`src/rtl/core/sfcv_pkg.sv`:
```
// Shared types, constants and AES/CMAC helper functions for the secured
// frame CMAC verifier. No dependencies.
package sfcv_pkg;

   localparam int unsigned NUM_ROUNDS = 10;
   localparam logic [6:0] MIN_FRAME_LEN = 7'd14;

   // register indexes of the control port
   localparam logic [1:0] REG_KEY_HIGH      = 2'd0;
   localparam logic [1:0] REG_KEY_LOW       = 2'd1;
   localparam logic [1:0] REG_DATA_ID       = 2'd2;
   localparam logic [1:0] REG_COMMIT_ENABLE = 2'd3;

   localparam logic [63:0] KEY_HIGH_RESET = 64'h0001020304050607;
   localparam logic [63:0] KEY_LOW_RESET  = 64'h08090a0b0c0d0e0f;
   localparam logic [15:0] DATA_ID_RESET  = 16'h1234;

   // verdict codes
   localparam logic [1:0] VERDICT_SHORT    = 2'd0;
   localparam logic [1:0] VERDICT_MISMATCH = 2'd1;
   localparam logic [1:0] VERDICT_ACCEPT   = 2'd2;

   // side data that travels with a block through the rounds
   typedef struct packed {
      logic [28:0] frame_id;
      logic        is_short;
      logic [15:0] freshness;
      logic [31:0] mac_tag;
   } meta_type;

   localparam logic [7:0] SBOX [256] = '{
      8'h63,8'h7c,8'h77,8'h7b,8'hf2,8'h6b,8'h6f,8'hc5,8'h30,8'h01,8'h67,8'h2b,8'hfe,8'hd7,8'hab,8'h76,
      8'hca,8'h82,8'hc9,8'h7d,8'hfa,8'h59,8'h47,8'hf0,8'had,8'hd4,8'ha2,8'haf,8'h9c,8'ha4,8'h72,8'hc0,
      8'hb7,8'hfd,8'h93,8'h26,8'h36,8'h3f,8'hf7,8'hcc,8'h34,8'ha5,8'he5,8'hf1,8'h71,8'hd8,8'h31,8'h15,
      8'h04,8'hc7,8'h23,8'hc3,8'h18,8'h96,8'h05,8'h9a,8'h07,8'h12,8'h80,8'he2,8'heb,8'h27,8'hb2,8'h75,
      8'h09,8'h83,8'h2c,8'h1a,8'h1b,8'h6e,8'h5a,8'ha0,8'h52,8'h3b,8'hd6,8'hb3,8'h29,8'he3,8'h2f,8'h84,
      8'h53,8'hd1,8'h00,8'hed,8'h20,8'hfc,8'hb1,8'h5b,8'h6a,8'hcb,8'hbe,8'h39,8'h4a,8'h4c,8'h58,8'hcf,
      8'hd0,8'hef,8'haa,8'hfb,8'h43,8'h4d,8'h33,8'h85,8'h45,8'hf9,8'h02,8'h7f,8'h50,8'h3c,8'h9f,8'ha8,
      8'h51,8'ha3,8'h40,8'h8f,8'h92,8'h9d,8'h38,8'hf5,8'hbc,8'hb6,8'hda,8'h21,8'h10,8'hff,8'hf3,8'hd2,
      8'hcd,8'h0c,8'h13,8'hec,8'h5f,8'h97,8'h44,8'h17,8'hc4,8'ha7,8'h7e,8'h3d,8'h64,8'h5d,8'h19,8'h73,
      8'h60,8'h81,8'h4f,8'hdc,8'h22,8'h2a,8'h90,8'h88,8'h46,8'hee,8'hb8,8'h14,8'hde,8'h5e,8'h0b,8'hdb,
      8'he0,8'h32,8'h3a,8'h0a,8'h49,8'h06,8'h24,8'h5c,8'hc2,8'hd3,8'hac,8'h62,8'h91,8'h95,8'he4,8'h79,
      8'he7,8'hc8,8'h37,8'h6d,8'h8d,8'hd5,8'h4e,8'ha9,8'h6c,8'h56,8'hf4,8'hea,8'h65,8'h7a,8'hae,8'h08,
      8'hba,8'h78,8'h25,8'h2e,8'h1c,8'ha6,8'hb4,8'hc6,8'he8,8'hdd,8'h74,8'h1f,8'h4b,8'hbd,8'h8b,8'h8a,
      8'h70,8'h3e,8'hb5,8'h66,8'h48,8'h03,8'hf6,8'h0e,8'h61,8'h35,8'h57,8'hb9,8'h86,8'hc1,8'h1d,8'h9e,
      8'he1,8'hf8,8'h98,8'h11,8'h69,8'hd9,8'h8e,8'h94,8'h9b,8'h1e,8'h87,8'he9,8'hce,8'h55,8'h28,8'hdf,
      8'h8c,8'ha1,8'h89,8'h0d,8'hbf,8'he6,8'h42,8'h68,8'h41,8'h99,8'h2d,8'h0f,8'hb0,8'h54,8'hbb,8'h16
   };

   function automatic logic [7:0] rcon(input logic [3:0] r);
      logic [7:0] v;
      case (r)
         4'd1:    v = 8'h01;
         4'd2:    v = 8'h02;
         4'd3:    v = 8'h04;
         4'd4:    v = 8'h08;
         4'd5:    v = 8'h10;
         4'd6:    v = 8'h20;
         4'd7:    v = 8'h40;
         4'd8:    v = 8'h80;
         4'd9:    v = 8'h1b;
         4'd10:   v = 8'h36;
         default: v = 8'h00;
      endcase
      return v;
   endfunction

   function automatic logic [7:0] xtime(input logic [7:0] b);
      return {b[6:0], 1'b0} ^ (b[7] ? 8'h1b : 8'h00);
   endfunction

   // next AES-128 round key from the previous one
   function automatic logic [127:0] key_next(input logic [127:0] w, input logic [7:0] rc);
      logic [31:0] t;
      logic [31:0] n0, n1, n2, n3;
      t  = {SBOX[w[23:16]] ^ rc, SBOX[w[15:8]], SBOX[w[7:0]], SBOX[w[31:24]]};
      n0 = w[127:96] ^ t;
      n1 = w[95:64] ^ n0;
      n2 = w[63:32] ^ n1;
      n3 = w[31:0] ^ n2;
      return {n0, n1, n2, n3};
   endfunction

   // one AES round; byte i sits at bits [127-8i -: 8], i = row + 4*column
   function automatic logic [127:0] aes_round(input logic [127:0] s, input logic [127:0] rk,
                                              input logic last);
      logic [7:0] t [16];
      logic [7:0] m [16];
      logic [7:0] a0, a1, a2, a3, all;
      logic [127:0] o;
      for (int i = 0; i < 16; i++) begin
         t[i] = SBOX[s[127 - 8 * ((i % 4) + 4 * (((i / 4) + (i % 4)) % 4)) -: 8]];
      end
      for (int c = 0; c < 4; c++) begin
         a0 = t[4 * c];
         a1 = t[4 * c + 1];
         a2 = t[4 * c + 2];
         a3 = t[4 * c + 3];
         all = a0 ^ a1 ^ a2 ^ a3;
         m[4 * c]     = last ? a0 : a0 ^ all ^ xtime(a0 ^ a1);
         m[4 * c + 1] = last ? a1 : a1 ^ all ^ xtime(a1 ^ a2);
         m[4 * c + 2] = last ? a2 : a2 ^ all ^ xtime(a2 ^ a3);
         m[4 * c + 3] = last ? a3 : a3 ^ all ^ xtime(a3 ^ a0);
      end
      for (int i = 0; i < 16; i++) begin
         o[127 - 8 * i -: 8] = m[i];
      end
      return o ^ rk;
   endfunction

   // doubling in GF(2^128)
   function automatic logic [127:0] gf_dbl(input logic [127:0] b);
      return {b[126:0], 1'b0} ^ (b[127] ? 128'h87 : 128'h0);
   endfunction

endpackage

```
`src/rtl/core/sfcv_stage.sv`:
```
// One registered AES round stage of the verify pipeline.
// Depends on sfcv_pkg.
module sfcv_stage (
   input  logic              clock,
   input  logic              reset,
   input  logic              adv,
   input  logic              last,
   input  logic [127:0]      round_key,
   input  logic              valid_in,
   input  logic [127:0]      state_in,
   input  sfcv_pkg::meta_type meta_in,
   output logic              valid_out,
   output logic [127:0]      state_out,
   output sfcv_pkg::meta_type meta_out
);
   logic              valid_ff;
   logic [127:0]      state_ff, state_in_c;
   sfcv_pkg::meta_type meta_ff;

   assign state_in_c = sfcv_pkg::aes_round(state_in, round_key, last);

   // valid bit
   always_ff @(posedge clock) begin
      if (reset) begin
         valid_ff <= 1'b0;
      end else if (adv) begin
         valid_ff <= valid_in;
      end
   end

   // payload
   always_ff @(posedge clock) begin
      if (adv) begin
         state_ff <= state_in_c;
         meta_ff  <= meta_in;
      end
   end

   assign valid_out = valid_ff;
   assign state_out = state_ff;
   assign meta_out  = meta_ff;
endmodule

```
`config.mk`:
```
export PLATFORM = sky130hd
export DESIGN_NAME = sfcv_stage
export DESIGN_NICKNAME = d
export VERILOG_FILES = /design/src/rtl/core/sfcv_pkg.sv /design/src/rtl/core/sfcv_stage.sv
export SDC_FILE = /design/constraint.sdc
export NUM_CORES = 2
export LEC_CHECK = 0
export BUFFER_PORTS_ARGS = -buffer_cell sky130_fd_sc_hd__buf_2
export CAP_MARGIN = 20
export CELL_PAD_IN_SITES_DETAIL_PLACEMENT = 2
export CELL_PAD_IN_SITES_GLOBAL_PLACEMENT = 2
export CORE_UTILIZATION = 35
export CTS_CLUSTER_DIAMETER = 60
export DETAILED_ROUTE_END_ITERATION = 10
export PLACE_DENSITY = 0.78
export SETUP_SLACK_MARGIN = 0.15
export SLEW_MARGIN = 20
export SYNTH_ARGS = -nofsm -noshare
export SYNTH_HDL_FRONTEND = slang
export SYNTH_SLANG_ARGS = --single-unit
```
`constraint.sdc`:
```
create_clock -name clock -period 9.9 [get_ports clock]
set_clock_uncertainty 0.1 [all_clocks]
set_input_delay 1.98 -clock clock [delete_from_list [all_inputs] [get_ports clock]]
set_output_delay 1.98 -clock clock [all_outputs]
set_load 0.005 [all_outputs]
```
==> results.sh <==
export IMPL_status="finished, final reports clean"
export IMPL_grt_max_degree=110
export IMPL_peakVddDrop_v=0.000118
export IMPL_clkPwrFrac_pct=16.9
export IMPL_cts_tree="done"
export IMPL_core_um2=193000
export IMPL_synth_most_common_cell="nand2_1"
export IMPL_place_area_um2=69200
export IMPL_grt_pass1_vias=83533
export IMPL_cap_violations=0
export IMPL_grt_first_pass_wirelength_mm=569
export IMPL_clockBufferDepth=3
export IMPL_internal_power_uw=4070
export IMPL_grt_use_met1_pct=47.6
export IMPL_dr_pass1_iters=6
export IMPL_synth_edf_count=206
export IMPL_use_met3_pct=5.46
export IMPL_worstHoldPathType="flop to flop"
export IMPL_critPathRequiredTime_ns=10.22
export IMPL_pwr_density_cell_nw_per_um2=118
export IMPL_netlist_area_um2=67900
export IMPL_worstPathMaxFanout=37
export IMPL_rsz0062_at_grt="false"
export IMPL_cp_common_cell="xnor2_1"
export IMPL_seq_area_frac_synth_pct=9.14
export IMPL_portBuffers=545
export IMPL_met2_usage_pct=59.5
export IMPL_core_rowCount=161
export IMPL_die_h_um=443
export IMPL_track_usage_pct=37.1
export IMPL_cts_repair_resized=0
export IMPL_io_pins=546
export IMPL_busiest_layer="met2"
export IMPL_syn_area_per_cell_um2=7.10
export IMPL_hpwl_mm=272
export IMPL_netlist_top_cells_area="edfxtp_1 (9.1%), o21ai_0 (5.6%), mux4_2 (5.5%), a21oi_1 (5.3%), xnor2_1 (4.7%)"
export IMPL_drt_total_wl_mm=384
export IMPL_chipWidth_um=443
export IMPL_slowest_stage="clkinv_1"
export IMPL_ys_types=138
export IMPL_wl_per_cell_um=32.8
export IMPL_routed_via_density=7.09
export IMPL_path_cells="buf_2 > clkinv_1 > ha_1 > nor2b_1 > nor2_1 > mux4_2 > a211oi_1 > a311oi_1 > a311o_1 > xnor2_1 > xnor2_1 > xnor2_1 > mux2i_1 > xor2_1"
export IMPL_yosysWarningCount=0
export IMPL_drive_gt1_share_pct=13.5
export IMPL_pwr_share_seq_pct=16.8
export IMPL_fmax_ghz=0.139
export IMPL_cts_sinks=207
export IMPL_netlist_top_cells_count="nand2_1 (806), o21ai_0 (766), a21oi_1 (722)"
export IMPL_hold_ws_ns=0.512
export IMPL_async_flop_share_pct=0
export IMPL_syn2layout_area_growth_pct=3.94
export IMPL_drt_iter0_drc=10372
export IMPL_fin_tns_setup_ns=0
export IMPL_antenna_left=0
export IMPL_antenna_found_initial=23
export IMPL_cp_end_kind="flop"
export IMPL_cp_start_kind="primary input"
export IMPL_yosys_area_top_type_share_pct=9.11
export IMPL_path_clk_slew_ns=0.06
export IMPL_final_nets=9721
export IMPL_grt_overflow=0
export IMPL_syn_nets=10136
export IMPL_clock_latency_ns=0.62
export IMPL_ys_ff_latch=207
export IMPL_fin_area_um2=70600
export IMPL_p_sw_share_pct=51.0
export IMPL_hold_violations=0
export IMPL_cts_hold_buf=0
export IMPL_numCtsBuffers=40
export IMPL_syn_inst=9560
export IMPL_vias=83047
export IMPL_leakagePower_uw=0.0251
export IMPL_fin_crit_sh_pct=72.4
export IMPL_cts_root_buf="clkbuf_16"
export IMPL_slew_viol_final=0
export IMPL_yosys_area_top_type="edfxtp_1"
export IMPL_setup_violations=0
export IMPL_p_comb_share_pct=66.3
export IMPL_htreeDepth=2
export IMPL_routabilityCongestion=1.01
export IMPL_drc=0
export IMPL_start_util_pct=35.3
export IMPL_relSlewSlack_pct=22.1
export IMPL_ys_flop_type="edfxtp_1"
export IMPL_max_stage_delay_ns=0.76
export IMPL_fin_crit_ns=7.17
export IMPL_total_power_uw=8310
export IMPL_post_cts_buffers=0
export IMPL_power_switching_uw=4240
export IMPL_arrival_ns=7.49
export IMPL_worst_pin_slew_ns=1.14
export IMPL_die_area_um2=196000
export IMPL_criticalPathCategory="primary input to flop"
-- power groups by stage --
stage	Combinational [uW]	Clock, uW	Sequential [uW]
floorplan	3590	0	1360
global placement	5160	0	1390
detailed placement	5350	0	1410
CTS	5390	1440	1390
global route	5770	1460	1400
finish	5510	1400	1390
-- registers in the layout (all words and copies together) (netlist names) --
| name | flops |
|---|---|
| state_out | 128 |
| valid_out | 1 |
| meta_out | 78 |
-- critical path, delay by kind of cell --
kind / cells / cell delay, ns
buf+inv: 2 / 1.36
xor+xnor: 4 / 1.04
simple gates: 2 / 0.93
compound gates: 3 / 0.83
fa+ha+maj: 1 / 0.70
mux: 2 / 0.64
-- final timing paths --
path | cells past startpoint | from | slack, ns | to
worst max-delay path | 14 | state_in[121] | 2.73 | state_out[124]$_DFFE_PP_
worst min-delay path | 2 | valid_out$_SDFFE_PP0P_ | 0.51 | valid_out$_SDFFE_PP0P_
worst max register to register | 2 | valid_out$_SDFFE_PP0P_ | 9.09 | valid_out$_SDFFE_PP0P_
worst min register to register | 2 | valid_out$_SDFFE_PP0P_ | 0.51 | valid_out$_SDFFE_PP0P_
-- logic make-up after synthesis --
family                     Yosys count  share of synthesized area, %
muxes                              362                          8.53
adders and majority gates          238                          4.38
DFF                                207                          9.14
AOI/OAI and AO/OA                 3598                          36.6
buffers and inverters             1331                          9.50
and+or+nand+nor                   3225                          23.3
xor gates and xnor gates           599                          8.58
-- cell type report --
type	instances	area, um2
antenna	22	55.1
tap	2526	3160
clock buffer	46	1020
fill	22834	122000
multi-input combinational	8022	55300
inverter	179	672
sequential	207	6210
timing repair buffer	695	3940
clock inverter	24	273
-- layout by cell type, fill, tap and decap left out, drive strengths merged, types with 60 or more instances in the layout --
| master | instances |
|---|---|
| a31oi | 229 |
| o221ai | 74 |
| ha | 237 |
| o311ai | 167 |
| edfxtp | 206 |
| a211oi | 232 |
| and2 | 96 |
| a21oi | 728 |
| o31ai | 103 |
| a311oi | 165 |
| nand3 | 337 |
| a211o | 60 |
| nor2b | 242 |
| xnor2 | 394 |
| mux4 | 165 |
| nor3 | 335 |
| buf | 694 |
| and3 | 70 |
| nand2b | 306 |
| mux2i | 162 |
| xor2 | 201 |
| or2 | 89 |
| inv | 171 |
| o211ai | 200 |
| o22ai | 77 |
| nand2 | 808 |
| o21ai | 830 |
| nor2 | 715 |
| a221oi | 76 |
-- stage by stage --
stage | instances | utilization (%) | setup WS, ns
3_3_place_gp | 11629 | 36.0 | 2.43
2_1_floorplan | 9560 | - | 4.26
3_5_place_dp | 11629 | 36.0 | 2.16
4_1_cts | 11699 | 36.6 | 2.85
5_1_grt | 11719 | 36.7 | 2.43
6_report | 11721 | 36.7 | 2.73
-- metal layers --
metal  vias to the layer above  share of wire, %  routed length (um)
li1                      35278                 -                   -
met1                     41847                40              152000
met2                      4903                46              176000
met3                      1017               8.3               31900
met4                         2               6.1               23400
met5                         -            0.0036                  14
No activity file was read; power rests on OpenSTA's default activity.
